**src/design/wnm_pkg.sv**
```systemverilog
`default_nettype none

package wnm_pkg;

	// Pattern capacity and the width of a length that can hold it
	localparam int MAX_PATTERN = 32;
	localparam int LEN_W       = $clog2(MAX_PATTERN + 1);

	// Request kinds
	typedef enum logic [2:0] {
		KIND_START = 3'd0,
		KIND_PBYTE = 3'd1,
		KIND_PNULL = 3'd2,
		KIND_NBYTE = 3'd3,
		KIND_NNULL = 3'd4
	} kind_t;

	// Characters with a special meaning
	localparam logic [7:0] CHAR_NUL     = 8'h00;
	localparam logic [7:0] CHAR_STAR    = 8'h2A;
	localparam logic [7:0] CHAR_QMARK   = 8'h3F;
	localparam logic [7:0] CHAR_SLASH   = 8'h2F;
	localparam logic [7:0] CHAR_LOWER_A = 8'h61;
	localparam logic [7:0] CHAR_LOWER_Z = 8'h7A;
	localparam logic [7:0] CASE_OFFSET  = 8'h20;

	// Per-cycle commands broadcast along the cell chain
	typedef struct packed {
		logic restart;  // active set back to position zero
		logic advance;  // step the active set by one name byte
		logic load;     // store the request byte at the fill position
	} chain_ctl_t;

	// ASCII lower case folds to upper case
	function automatic logic [7:0] fold_case(input logic [7:0] c);
		logic [7:0] r;
		r = c;
		if (c >= CHAR_LOWER_A && c <= CHAR_LOWER_Z) begin
			r = c - CASE_OFFSET;
		end
		return r;
	endfunction

endpackage

`default_nettype wire

```
**src/design/wildcard_name_matcher.sv**
```systemverilog
// Wildcard name matcher.
// Request channel (req_valid/req_ready) carries kind and symbol: start pattern,
// pattern byte, null pattern, name byte, or null name. Load a pattern first
// ('*' any run, '?' one byte, letters case-insensitive; byte 0 or '/' closes
// it), then stream name bytes. A name byte of 0 or a null name produces one
// result on the result channel (res_valid/res_ready): matched and
// pattern_overflow. Patterns longer than 32 bytes are truncated and flagged.
// The pattern cells update the active position set for one name byte per clock
// while requests are accepted, and the result is registered, so it appears the
// cycle after the ending request is accepted. Throughput is one request per
// cycle while req_ready is high. The output register lets a new request enter
// while a result is being taken; if the receiver stalls with a result held,
// req_ready drops until that result is accepted.
// Reset clears the pattern (empty, open), all flags and the result valid flag;
// the active set holds only position zero. No clearing pass is needed.
`default_nettype none

module wildcard_name_matcher (
	input  wire logic       clk,
	input  wire logic       arst_n,
	input  wire logic       req_valid,
	output logic            req_ready,
	input  wire logic [2:0] kind,
	input  wire logic [7:0] symbol,
	output logic            res_valid,
	input  wire logic       res_ready,
	output logic            matched,
	output logic            pattern_overflow
);

	logic [wnm_pkg::LEN_W-1:0]     len_q;
	logic                          closed_q;
	logic                          all_q;
	logic                          ovf_q;
	logic                          res_valid_q;
	logic                          matched_q;
	logic                          res_ovf_q;
	logic [wnm_pkg::MAX_PATTERN:0] clos;
	wnm_pkg::chain_ctl_t           ctl;
	logic                          accept;
	logic                          emit;
	logic                          hit;
	logic                          is_term;
	logic                          room;

	assign req_ready = ~res_valid_q | res_ready;
	assign accept    = req_valid & req_ready;
	assign is_term   = (symbol == wnm_pkg::CHAR_NUL) || (symbol == wnm_pkg::CHAR_SLASH);
	assign room      = (len_q < wnm_pkg::LEN_W'(wnm_pkg::MAX_PATTERN));

	// Decode the request into chain commands and a result strobe
	always_comb begin
		ctl  = '0;
		emit = 1'b0;
		hit  = 1'b0;
		if (accept) begin
			case (wnm_pkg::kind_t'(kind))
				wnm_pkg::KIND_START: begin
					ctl.restart = 1'b1;
				end
				wnm_pkg::KIND_PBYTE: begin
					if (!closed_q) begin
						ctl.restart = 1'b1;
						ctl.load    = ~is_term & room;
					end
				end
				wnm_pkg::KIND_PNULL: begin
					ctl.restart = 1'b1;
				end
				wnm_pkg::KIND_NBYTE: begin
					if (symbol != wnm_pkg::CHAR_NUL) begin
						ctl.advance = 1'b1;
					end else begin
						ctl.restart = 1'b1;
						emit        = 1'b1;
						hit         = all_q | clos[len_q];
					end
				end
				wnm_pkg::KIND_NNULL: begin
					ctl.restart = 1'b1;
					emit        = 1'b1;
					hit         = all_q;
				end
				default: begin
					ctl = '0;
				end
			endcase
		end
	end

	// Pattern bookkeeping
	always_ff @(posedge clk or negedge arst_n) begin
		if (!arst_n) begin
			len_q    <= '0;
			closed_q <= 1'b0;
			all_q    <= 1'b0;
			ovf_q    <= 1'b0;
		end else if (accept) begin
			case (wnm_pkg::kind_t'(kind))
				wnm_pkg::KIND_START: begin
					len_q    <= '0;
					closed_q <= 1'b0;
					all_q    <= 1'b0;
					ovf_q    <= 1'b0;
				end
				wnm_pkg::KIND_PBYTE: begin
					if (!closed_q) begin
						if (is_term) begin
							closed_q <= 1'b1;
						end else if (room) begin
							len_q <= len_q + 1'b1;
						end else begin
							ovf_q <= 1'b1;
						end
					end
				end
				wnm_pkg::KIND_PNULL: begin
					len_q    <= '0;
					closed_q <= 1'b1;
					all_q    <= 1'b1;
					ovf_q    <= 1'b0;
				end
				default: begin
					len_q <= len_q;
				end
			endcase
		end
	end

	// Result register
	always_ff @(posedge clk or negedge arst_n) begin
		if (!arst_n) begin
			res_valid_q <= 1'b0;
		end else if (emit) begin
			res_valid_q <= 1'b1;
		end else if (res_ready) begin
			res_valid_q <= 1'b0;
		end
	end

	always_ff @(posedge clk) begin
		if (emit) begin
			matched_q <= hit;
			res_ovf_q <= ovf_q;
		end
	end

	assign res_valid        = res_valid_q;
	assign matched          = matched_q;
	assign pattern_overflow = res_ovf_q;

	wnm_chain u_chain (
		.clk    (clk),
		.arst_n (arst_n),
		.ctl    (ctl),
		.sym    (symbol),
		.len    (len_q),
		.clos   (clos)
	);

endmodule

`default_nettype wire

```
**src/design/wnm_cell.sv**
```systemverilog
`default_nettype none

// One pattern position: holds pattern byte i and the active bit of position i+1.
module wnm_cell (
	input  wire logic                clk,
	input  wire logic                arst_n,
	input  wire wnm_pkg::chain_ctl_t ctl,
	input  wire logic [7:0]          sym,
	input  wire logic                sel,       // this cell is the fill position
	input  wire logic                occ,       // byte is inside the stored pattern
	input  wire logic                clos_in,   // position i reachable, closure applied
	input  wire logic                stay_nxt,  // next cell keeps its star active
	output logic                     clos_out,  // position i+1 reachable, closure applied
	output logic                     stay_out   // this star keeps position i active
);

	logic [7:0] byte_q;
	logic       act_q;
	logic       is_star;
	logic       hit;
	logic       step;

	// Local compare against the streamed name byte
	assign is_star  = (byte_q == wnm_pkg::CHAR_STAR);
	assign hit      = (byte_q == wnm_pkg::CHAR_QMARK) ||
	                  (wnm_pkg::fold_case(byte_q) == wnm_pkg::fold_case(sym));
	assign stay_out = clos_in & occ & is_star;
	assign step     = clos_in & occ & ~is_star & hit;
	assign clos_out = act_q | stay_out;

	// Pattern byte storage
	always_ff @(posedge clk) begin
		if (ctl.load && sel) begin
			byte_q <= sym;
		end
	end

	// Active bit for position i+1
	always_ff @(posedge clk or negedge arst_n) begin
		if (!arst_n) begin
			act_q <= 1'b0;
		end else if (ctl.restart) begin
			act_q <= 1'b0;
		end else if (ctl.advance) begin
			act_q <= step | stay_nxt;
		end
	end

endmodule

`default_nettype wire

```
**src/design/wnm_chain.sv**
```systemverilog
`default_nettype none

// Row of pattern cells plus the position-zero active bit.
module wnm_chain (
	input  wire logic                             clk,
	input  wire logic                             arst_n,
	input  wire wnm_pkg::chain_ctl_t              ctl,
	input  wire logic [7:0]                       sym,
	input  wire logic [wnm_pkg::LEN_W-1:0]        len,
	output logic      [wnm_pkg::MAX_PATTERN:0]    clos
);

	logic                            act0_q;
	logic [wnm_pkg::MAX_PATTERN:0]   stay;
	logic [wnm_pkg::MAX_PATTERN-1:0] occ;
	logic [wnm_pkg::MAX_PATTERN-1:0] sel;

	// Position zero has no cell of its own
	always_ff @(posedge clk or negedge arst_n) begin
		if (!arst_n) begin
			act0_q <= 1'b1;
		end else if (ctl.restart) begin
			act0_q <= 1'b1;
		end else if (ctl.advance) begin
			act0_q <= stay[0];
		end
	end

	assign clos[0]                       = act0_q;
	assign stay[wnm_pkg::MAX_PATTERN]    = 1'b0;

	for (genvar g = 0; g < wnm_pkg::MAX_PATTERN; g++) begin : g_cell
		assign occ[g] = (wnm_pkg::LEN_W'(g) < len);
		assign sel[g] = (wnm_pkg::LEN_W'(g) == len);

		wnm_cell u_cell (
			.clk      (clk),
			.arst_n   (arst_n),
			.ctl      (ctl),
			.sym      (sym),
			.sel      (sel[g]),
			.occ      (occ[g]),
			.clos_in  (clos[g]),
			.stay_nxt (stay[g+1]),
			.clos_out (clos[g+1]),
			.stay_out (stay[g])
		);
	end

endmodule

`default_nettype wire

```
**config.mk**
```make
export PLATFORM = sky130hd
export DESIGN_NAME = wildcard_name_matcher
export DESIGN_NICKNAME = d
export VERILOG_FILES = /design/src/design/wnm_pkg.sv /design/src/design/wildcard_name_matcher.sv /design/src/design/wnm_cell.sv /design/src/design/wnm_chain.sv
export SDC_FILE = /design/constraint.sdc
export NUM_CORES = 1
export LEC_CHECK = 0
export CORE_MARGIN = 5
export CORE_UTILIZATION = 55
export DETAILED_ROUTE_END_ITERATION = 10
export DONT_BUFFER_PORTS = 1
export PLACE_DENSITY = 0.7
export SLEW_MARGIN = 20
export SYNTH_ARGS = -nofsm -noshare
export SYNTH_HDL_FRONTEND = slang
export SYNTH_SLANG_ARGS = --single-unit
```
**constraint.sdc**
```tcl
create_clock -name clk -period 5.41 [get_ports clk]
set_clock_uncertainty 0.05 [all_clocks]
set_input_delay 1.082 -clock clk [delete_from_list [all_inputs] [get_ports clk]]
set_output_delay 1.082 -clock clk [all_outputs]
set_load 0.03 [all_outputs]
```
==> results of run 1 <==
layer usage:
layer	vias up	global-route usage, %
li1	6978	-
met1	7320	33.7
met2	587	43.3
met3	109	4.22
met4	0	8.94
met5	-	0
state kept, by name, summed over array words and instances, names as in the netlist:
| name | cells |
|---|---|
| all_q | 1 |
| closed_q | 1 |
| len_q | 6 |
| matched | 1 |
| ovf_q | 1 |
| pattern_overflow | 1 |
| res_valid | 1 |
| u_chain.act0_q | 1 |
| u_chain.g_cell.u_cell.act_q | 32 |
| u_chain.g_cell.u_cell.byte_q | 256 |
cells by family (layout without fill, tap and decap cells):
family,Yosys count,count (layout)
flip-flops,301,301
buffers and inverters,167,192
multiplexers,1,1
AO/OA/AOI/OAI,444,444
AND/OR/NAND/NOR,682,682
XOR/XNOR,248,248
adder cells (fa/ha/maj),36,36
power by group through the flow:
| stage | clock network [mW] | registers (mW) | logic [mW] |
|---|---|---|---|
| 2_1_floorplan | 0 | 2.59 | 0.300 |
| 3_3_place_gp | 0 | 2.60 | 0.358 |
| 3_5_place_dp | 0 | 2.61 | 0.365 |
| 4_1_cts | 2.40 | 2.56 | 0.367 |
| 5_1_grt | 2.52 | 2.56 | 0.406 |
| 6_report | 2.37 | 2.56 | 0.371 |
critical path: stages, from the launching register on:
cell,delay [ns]
dfrtp_1,0.86
buf_4,0.37
o211ai_1,0.16
a2111oi_2,0.77
nor2b_1,0.41
a221oi_1,0.17
o21ai_0,0.30
a2bb2oi_1,0.10
o21a_1,0.14
o21ba_1,0.23
a211oi_1,0.24
o41ai_1,0.13
a211oi_1,0.23
Yosys cell counts, drive strengths merged, types with 9 or more instances:
| library cell | number | area [sq um] |
|---|---|---|
| nor3 | 86 | 430 |
| clkbuf | 34 | 129 |
| a21oi | 144 | 728 |
| a31oi | 23 | 150 |
| nand3 | 54 | 275 |
| or2 | 14 | 87.6 |
| a21o | 17 | 128 |
| ha | 36 | 450 |
| or3 | 32 | 200 |
| nand3b | 9 | 67.6 |
| or4 | 15 | 116 |
| nor2 | 143 | 549 |
| nor2b | 17 | 106 |
| dfrtp | 42 | 1050 |
| and3 | 12 | 75.1 |
| nor4 | 39 | 272 |
| o21ai | 86 | 430 |
| buf | 32 | 160 |
| xnor2 | 126 | 1100 |
| nand2b | 18 | 113 |
| o211ai | 12 | 95.1 |
| nand4 | 34 | 213 |
| o32ai | 10 | 87.6 |
| xor2 | 122 | 1070 |
| o31ai | 16 | 120 |
| edfxtp | 258 | 7750 |
| a211oi | 13 | 97.6 |
| a2111oi | 13 | 120 |
| inv | 100 | 375 |
| o2111ai | 12 | 135 |
| nand2 | 172 | 646 |
metrics by stage:
stage          setup slack (ns)  util, %  instance area, sq um  hold slack (ns)  instances
2_1_floorplan              1.49        -                 18500            0.376       1879
3_3_place_gp              0.884     57.0                 19100            0.414       2288
4_1_cts                    1.15     60.4                 20200            0.186       2352
5_1_grt                   0.758     60.4                 20200            0.185       2352
6_report                   1.07     60.4                 20200            0.194       2352
3_5_place_dp              0.633     57.0                 19100            0.412       2288
path summary, 6_finish.rpt:
| path | start | endpoint | cells past startpoint |
|---|---|---|---|
| max | len_q[2] | matched | 12 |
| min | arst_n | u_chain.g_cell[22].u_cell.act_q | 0 |
| max reg2reg | len_q[2] | matched | 12 |
| min reg2reg | ovf_q | pattern_overflow | 0 |
| max in group asynchronous | arst_n | u_chain.act0_q | 0 |
| min in group clk | ovf_q | pattern_overflow | 0 |
cell type report:
cell class,count,area (sq um),share of cell area (%)
clock inverter,17,196,0.972
tap,448,561,2.77
multi-input combinational,1411,9090,45.0
inverter,101,379,1.88
timing repair buffer,27,203,1.00
clock buffer,47,962,4.76
sequential,301,8820,43.7
==> results.md, run 1 <==
* Most frequent cells in the layout: edfxtp_1 (258), nand2_1 (172), a21oi_1 (142)
* HPWL after DPL at between 30 and 40 mm
* Setup bufs post-CTS at 0
* # H-tree levels at 2
* Flops & latches, synth at about 300
* Cell area power density at approximately 260 nW/um^2
* Vias per cell at ~6.4
* Post-synth EDFFs at 258
* Port buffer count at 0
* Synth unique cells at between 90 and 100
* FMAX at around 0.23 GHz
* Post-Syn Instances at approximately 1900
* Root Buffer: clkbuf_16
* Worst R2R Setup Slack at ~1.1 ns
* Wire per inst at ~21 microns
* Final hold viol count at 0
* Avg Synthesized Cell Area at slightly below 10 sq um
* Simple-gate area share of the yosys netlist at between 10% and 20%
* Setup TNS at 0 ns
* Post-CTS Resized at 0
* Wire length on met2 at 24.0 mm
* Combinational share of power at approximately 7.0%
* DRC viols at 0
* Fraction of layout cells with a size suffix above 1 at 6.41%
* Final period util at ~80%
* Final setup violation count at 0
* Worst VDD drop at between 0.0002 and 0.0003 V
* Post-Syn Nets at 1930
* Filler instances at around 2700
* Max-cap viol count at 0
* Initial detailed-routing violation count at roughly 1600
* CTS tree: yes
* Sinks on Clock Net at approximately 300
* CP max FO at 27
* TritonCTS Buffers at 35
* Critical path class: reg2reg
* Initial Utilization at between 50% and 60%
* Gr usage total at 25.6%
* Setup crit end kind: register
* Slew Viols, Final at 0
* Die area at around 37000 sq um
* Net Switching at roughly 1.2 mW
* Post-synthesis xor/xnor area fraction at about an eighth
* Worst EP arrival at about 4.7 ns
* Die X-Extent at roughly 190 microns
* Clk slew on worst S/H paths at 0.06 ns
* Post-synth ARST share at 14.3%
* Power consumption at approximately 5.3 mW
* IO Count at 19
* Core area at 33400 sq um
* Most used DFF post-synth: edfxtp_1
* Pint at 4.12 mW
* Leak at about 7 nW
* Worst-Margin Slew at approximately 1 ns
* Post-route ant nets at 0
* Synth Area in Compound Gates at roughly 16%
* Die height at about 190 microns
* Final wirelength at a little under 50 mm
* Synth warn at 0
* Crit path required time at ~5.7 ns
* Seq/Total Area, Yosys at between 40 and 50%
* Unrepaired setup endpoints after global routing: no
* Seq pwr share at around half
* Cts hold-fix bufs at 0
* Largest net degree at the start of global routing at 68
* HP Class: in2async
* Routability congestion estimate at between 1 and 1.5
* Nets at roughly 1900
* Rows at between 60 and 70
* DR pass1 iterations at 6
* Number of antenna violations at the first check in global routing at 0
* CP startpoint kind: register
* Clk pwr share at between 40% and 50%
* Clock buffer depth at 3
* Vias in the first global route at around 15000
* Multiplexer share of the synthesized area at less than 1%
* Top sig layer: met4
* Leading cell type in the layout, fill and taps excluded: edfxtp_1
* Adder-cell share of the synthesized area at under 10%
* Worst skew pair latency at 0.53 ns
* WL met3 at 3.35 mm
* Vias at between 10000 and 15000
* Area Overhead vs Synth at 8.99%
* Sw Ratio at 22.2%
* Min cycle time layout at about 4.3 ns
* Largest family of logic cells by synthesized area: simple AND/OR/NAND/NOR gates
* Remaining Overflow, GRT at 0
* Mapped Area at around 19000 sq um
* Worst slew margin at between 30% and 40%
* First-pass GRT wire length at 78.1 mm
* DRT met1 WL at roughly 21 mm
* Outcome: finished, final reports clean
* N_diodes at 0
No activity file was read; power rests on OpenSTA's default activity.
==> run 2, diff against run 1 <==
- clock period: 5.41 -> 4.1 ns (I/O delays scaled with it)
==> run 2 against run 1 <==
- wire length rose by 1.9%
- die area unchanged
- fmax grew 13%
- clock-buffer cell count up 1
- via count increased by 1.3%
- register-to-register slack worse by 0.82 ns
- final area up 3.1%
- clock power rose by 27%
- first-iteration DRC count decreased by 4.8%
- global-route usage is 0.31 points higher
- critical endpoint unchanged
==> results.md, run 2 (same netlist as run 1, synthesis figures left out) <==
* First-pass GRT wire length at 79.1 mm
* TritonCTS Buffers at 35
* DR pass1 iterations at 5
* IO Count at 19
* Cell area power density at about 330 nW/um^2
* Worst-Margin Slew at between 0.9 and 1 ns
* Nets at roughly 2000
* Gr usage total at between 20% and 30%
* Worst slew margin at around 36%
* Max-cap viol count at 0
* Number of antenna violations at the first check in global routing at 0
* Buf/Inv on CP at 2
* GRT busiest layer: met2
* Port buffer count at 0
* Die area at around 37000 sq um
* Leak at about 7.4 nW
* FMAX at 0.260 GHz
* Worst skew pair latency at 0.53 ns
* Worst EP arrival at roughly 4.2 ns
* CP max-delay cell: or4_4
* Leading cell type in the layout, fill and taps excluded: edfxtp_1
* Critical path class: reg2reg
* # H-tree levels at 2
* Final period util at 93.8%
* Sw Ratio at about 23%
* Crit path largest cell delay at around 0.53 ns
* Post-layout util at around 62%
* Met1 Usage GRT at between 30% and 40%
* Worst VDD drop at between 0.0004 and 0.0005 V
* Rows at 67
* Outcome: finished, final reports clean
* Routability congestion estimate at between 0.9 and 1
* Clock buffer depth at 3
* Vias in the first global route at ~15000
* Clk pwr share at 43.2%
* Vias at ~15000
* Vias per cell at between 6 and 7
* HPWL after DPL at around 34 mm
* Die height at 194 microns
* Largest delay contributor family on the critical path: simple AND/OR/NAND/NOR gates
* Root Buffer: clkbuf_16
* Fraction of layout cells with a size suffix above 1 at between 10% and 20%
* DRC viols at 0
* Crit path required time at between 4 and 5 ns
* Biggest regs: u_chain.g_cell.u_cell.byte_q: 256 flops, u_chain.g_cell.u_cell.act_q: 32 flops, len_q: 6 flops
* Largest net degree at the start of global routing at 68
* Grt met3 use at approximately 4.5%
* Combinational share of power at between 8 and 9%
* Hold Slack at around 0.076 ns
* Final wirelength at between 50 and 60 mm
* Slew Viols, Final at 0
* Clk slew on worst S/H paths at approximately 0.06 ns
* Top reg by flops: u_chain.g_cell.u_cell.byte_q
* Setup TNS at 0 ns
* Initial Utilization at between 50% and 60%
* CTS tree: yes
* Pint at 5.36 mW
* Wire per inst at 20.9 microns
* Net Switching at roughly 1.6 mW
* Setup bufs post-CTS at 0
* Max reg flops at between 200 and 300
* Post-route ant nets at 0
* CP startpoint kind: register
* Most frequent cells in the layout: edfxtp_1 (258), nand2_1 (172), a21oi_1 (142)
* Unrepaired setup endpoints after global routing: no
* N_diodes at 0
* Initial detailed-routing violation count at between 1500 and 2000
* Seq pwr share at around half
* Final setup violation count at 0
* CP max FO at 6
* Filler instances at ~2600
* Remaining Overflow, GRT at 0
* Min cycle time layout at ~3.8 ns
* Power consumption at 6.93 mW
* Crit path cell chain: clkinv_1 -> ha_1 -> and3b_2 -> o2111ai_4 -> or3_1 -> or4_4 -> nor4_2 -> a22oi_2 -> buf_4 -> o211ai_2 -> nand3_2 -> a221oi_2 -> o41ai_1 -> a211oi_1
* HP Class: in2async
* Core area at around 33000 sq um
* GRT met2 Usage at 42.8%
* Setup crit end kind: register
* Sinks on Clock Net at 301
* Die X-Extent at roughly 190 microns
* Area Overhead vs Synth at 12.4%
* Final hold viol count at 0
## run 2: cell count changes in the layout (fill, tap and decap cells not counted), moves of 2 or more
| cell | before | now |
|---|---|---|
| clkinvlp_4 | 0 | 3 |
| bufinv_16 | 4 | 1 |
| clkinv_2 | 4 | 1 |
| clkbuf_1 | 9 | 7 |
| clkbuf_8 | 2 | 4 |
| buf_4 | 27 | 98 |
| buf_12 | 0 | 5 |
## run 2: final timing paths
kind | from | to | slack (ns) | cells past startpoint
worst min-delay path | arst_n | u_chain.act0_q | 0.08 | 0
worst max register to register | len_q[0] | matched | 0.26 | 14
max in group asynchronous | arst_n | u_chain.g_cell[11].u_cell.act_q | 3.67 | 1
worst max-delay path | len_q[0] | matched | 0.26 | 14
worst min register to register | ovf_q | pattern_overflow | 0.43 | 0
min in group clk | symbol[0] | u_chain.g_cell[7].u_cell.byte_q[0] | 0.33 | 0
## run 2: through the flow
step | worst slack, ns | cell area (sq um) | cells
5_1_grt | 0.0590 | 20800 | 2425
3_5_place_dp | 0.151 | 19700 | 2364
4_1_cts | 0.219 | 20800 | 2425
3_3_place_gp | 0.168 | 19700 | 2364
2_1_floorplan | 0.414 | 18500 | 1879
6_report | 0.255 | 20800 | 2425
## run 2: what timing repair did
item | 4_1_cts | 5_1_grt
hold buffers | 1 | 0
resized for setup | 0 | 4
endpoints found under the hold margin | 42 | 0
setup endpoints to repair | 0 | 1
## run 2: layout make-up
class	count	area, sq um	share of cell area [%]
Inverter	101	379	1.82
Sequential cell	301	8820	42.3
Multi-Input combinational cell	1411	9100	43.7
Clock inverter	12	101	0.486
Timing Repair Buffer	104	863	4.14
Clock buffer	48	1010	4.83
Tap cell	448	561	2.69
## run 2: worst reg2reg max path, stage by stage (launching register included)
cell       delay, ns
dfrtp_1         0.39
clkinv_1        0.10
ha_1            0.30
and3b_2         0.33
o2111ai_4       0.16
or3_1           0.37
or4_4           0.53
nor4_2          0.28
a22oi_2         0.10
buf_4           0.18
o211ai_2        0.18
nand3_2         0.13
a221oi_2        0.26
o41ai_1         0.11
a211oi_1        0.21
## run 2: routing by layer
metal | vias to the layer above | share of wire (%)
met2 | 611 | 47
met5 | - | 0
met1 | 7336 | 42
met3 | 136 | 7.3
li1 | 7110 | -
met4 | 0 | 3.5
## run 2: power groups by stage
stage               Combinational, mW  Clock (mW)  Sequential, mW
floorplan                       0.396           0            3.42
global placement                0.536           0            3.42
detailed placement              0.545           0            3.43
CTS                             0.563        3.04            3.36
global route                    0.614        3.18            3.36
finish                          0.570        3.00            3.36
==> run 3, diff against run 2 <==
- CELL_PAD_IN_SITES_DETAIL_PLACEMENT: unset -> 0
- CELL_PAD_IN_SITES_GLOBAL_PLACEMENT: unset -> 2
- CORE_UTILIZATION: 55 -> 43
- PLACE_DENSITY: 0.7 -> unset
- PLACE_DENSITY_LB_ADDON: unset -> 0.1
==> run 3 against run 2 <==
- sequential share of layout area decreased by 0.15 points
- non-clock buffer count decreased by 8
- clock power about the same
- via count decreased by 3.8%
- wire length increased by 7.0%
- core utilization decreased by 14 points
- sequential power about the same
- die area increased by 26%
- power decreased by 0.29%
- largest power group unchanged
- combinational power increased by 1%
- flip-flop and latch count unchanged
- final cell count increased by 5.4%
==> results.md, run 3 (same netlist as run 1, synthesis figures left out) <==
* Worst VDD drop at 0.000312 V
* Worst slew margin at a little over a fifth
* Clock buffer depth at 3
* Top reg by flops: u_chain.g_cell.u_cell.byte_q
* Buf/Inv on CP at 1
* Gr usage total at a little under a quarter
* Sinks on Clock Net at roughly 300
* Root Buffer: clkbuf_16
* Final Cell Area at 20900 sq um
* Final setup violation count at 0
* Max-cap viol count at 0
* TritonCTS Buffers at 36
* HPWL after DPL at around 36 mm
* Worst R2R Setup Slack at 0.26 ns
* CP max-delay cell: a21oi_1
* Hold Slack at 0.0729 ns
* Critical path class: reg2reg
* Port buffer count at 0
* R2r worst-path depth at 13
* R2R Path End: matched
* Die area at approximately 47000 sq um
* Setup TNS at 0 ns
* Post-route ant nets at 0
* Filler instances at roughly 4000
* Setup bufs post-CTS at 0
* Remaining Overflow, GRT at 0
* Post-layout util at 48.8%
* Rows at 76
* Slew Viols, Final at 0
* First-pass GRT wire length at between 80 and 90 mm
* # H-tree levels at 2
* Crit path cell chain: inv_1 -> ha_1 -> nand2b_1 -> a21oi_1 -> nor3b_1 -> nor3b_1 -> and3_1 -> a31oi_2 -> nand2_1 -> a311oi_1 -> o21ai_1 -> o41ai_1 -> a211oi_1
* DR pass1 iterations at 5
* Setup crit end kind: register
* DRC viols at 0
* FF-to-FF Start: len_q[1]
* Vias in the first global route at roughly 14000
* CTS tree: yes
* Cell area power density at 330 nW/um^2
* Min cycle time layout at approximately 3.8 ns
* Unrepaired setup endpoints after global routing: no
* Routability congestion estimate at just under 0.9
* N_diodes at 0
* Core area at ~43000 sq um
* Largest delay contributor family on the critical path: compound AO/OA/AOI/OAI gates
* Final wirelength at roughly 54 mm
* Area Overhead vs Synth at 12.8%
* CP max FO at 6
* Crit path required time at roughly 4.3 ns
* Wire per inst at 21.2 microns
* Biggest regs: u_chain.g_cell.u_cell.byte_q: 256 flops, u_chain.g_cell.u_cell.act_q: 32 flops, len_q: 6 flops
* Max reg flops at ~260
* Vias per cell at 5.72
* CP startpoint kind: register
* Leak at about 7.3 nW
* Post-DP Area at roughly 20000 sq um
* Most frequent cells in the layout: edfxtp_1 (258), nand2_1 (172), a21oi_1 (141)
* Fraction of layout cells with a size suffix above 1 at under 10%
* Worst-Margin Slew at roughly 1.2 ns
* Final period util at approximately 94%
* Vias at between 10000 and 15000
* Largest net degree at the start of global routing at 68
* Crit path largest cell delay at approximately 0.53 ns
* Worst skew pair latency at ~0.55 ns
* Nets at between 1500 and 2000
* DP Cell Count at about 2500
* Final hold viol count at 0
* Worst EP arrival at approximately 4.1 ns
* Final Non-Filler Cells at ~2600
* Number of antenna violations at the first check in global routing at 0
* Clk slew on worst S/H paths at 0.06 ns
* Die X-Extent at roughly 220 microns
* Initial detailed-routing violation count at 1034
* Leading cell type in the layout, fill and taps excluded: edfxtp_1
* Outcome: finished, final reports clean
* Die height at 218 microns
* HP Class: in2async
* FMAX at 0.261 GHz
* Initial Utilization at between 40% and 50%
* Worst path most repeated cell: nor3b_1
* IO Count at 19
[run 3: repair_timing]
item                       4_1_cts  5_1_grt
gates resized for setup          0        3
hold endpoints to repair        42        0
setup endpoints to repair        0        1
hold buffers                     1        0
[run 3: worst max path at each step]
stage | startpoint | endpoint | slack (ns) | cells past startpoint
3_3_place_gp | symbol[0] | u_chain.g_cell[30].u_cell.act_q | 0.29 | 11
4_1_cts | len_q[1] | matched | 0.11 | 12
6_report | len_q[1] | matched | 0.26 | 13
2_1_floorplan | len_q[1] | matched | 0.41 | 14
5_1_grt | len_q[1] | matched | 0.02 | 13
3_5_place_dp | len_q[1] | matched | 0.14 | 12
[run 3: area by class of cell]
cell class	instances	area (sq um)	share of cell area, %
Tap cell	585	732	3.50
Inverter	101	379	1.81
Multi-Input combinational cell	1411	9090	43.5
Timing Repair Buffer	96	791	3.78
Clock buffer	48	997	4.77
Sequential cell	301	8820	42.2
Clock inverter	13	92.6	0.443
[run 3: power breakdown]
part	internal [mW]	switching [mW]	leakage, nW	total, mW
clock	1.76	1.21	0.527	2.97
combinational	0.227	0.351	3.89	0.578
sequential	3.34	0.0210	2.91	3.36
total	5.33	1.58	7.32	6.91
[run 3: stage by stage]
stage          power (mW)  setup slack, ns
3_5_place_dp         3.99            0.135
6_report             6.91            0.262
2_1_floorplan        3.82            0.414
3_3_place_gp         3.98            0.294
4_1_cts              6.99            0.107
5_1_grt              7.18           0.0177
[run 3: layer usage]
layer / part of all wire (%) / track usage [%]
met1: 46 / 31.2
met2: 46 / 37.4
met3: 4.5 / 3.40
met4: 3.1 / 7.77
met5: 0 / 0
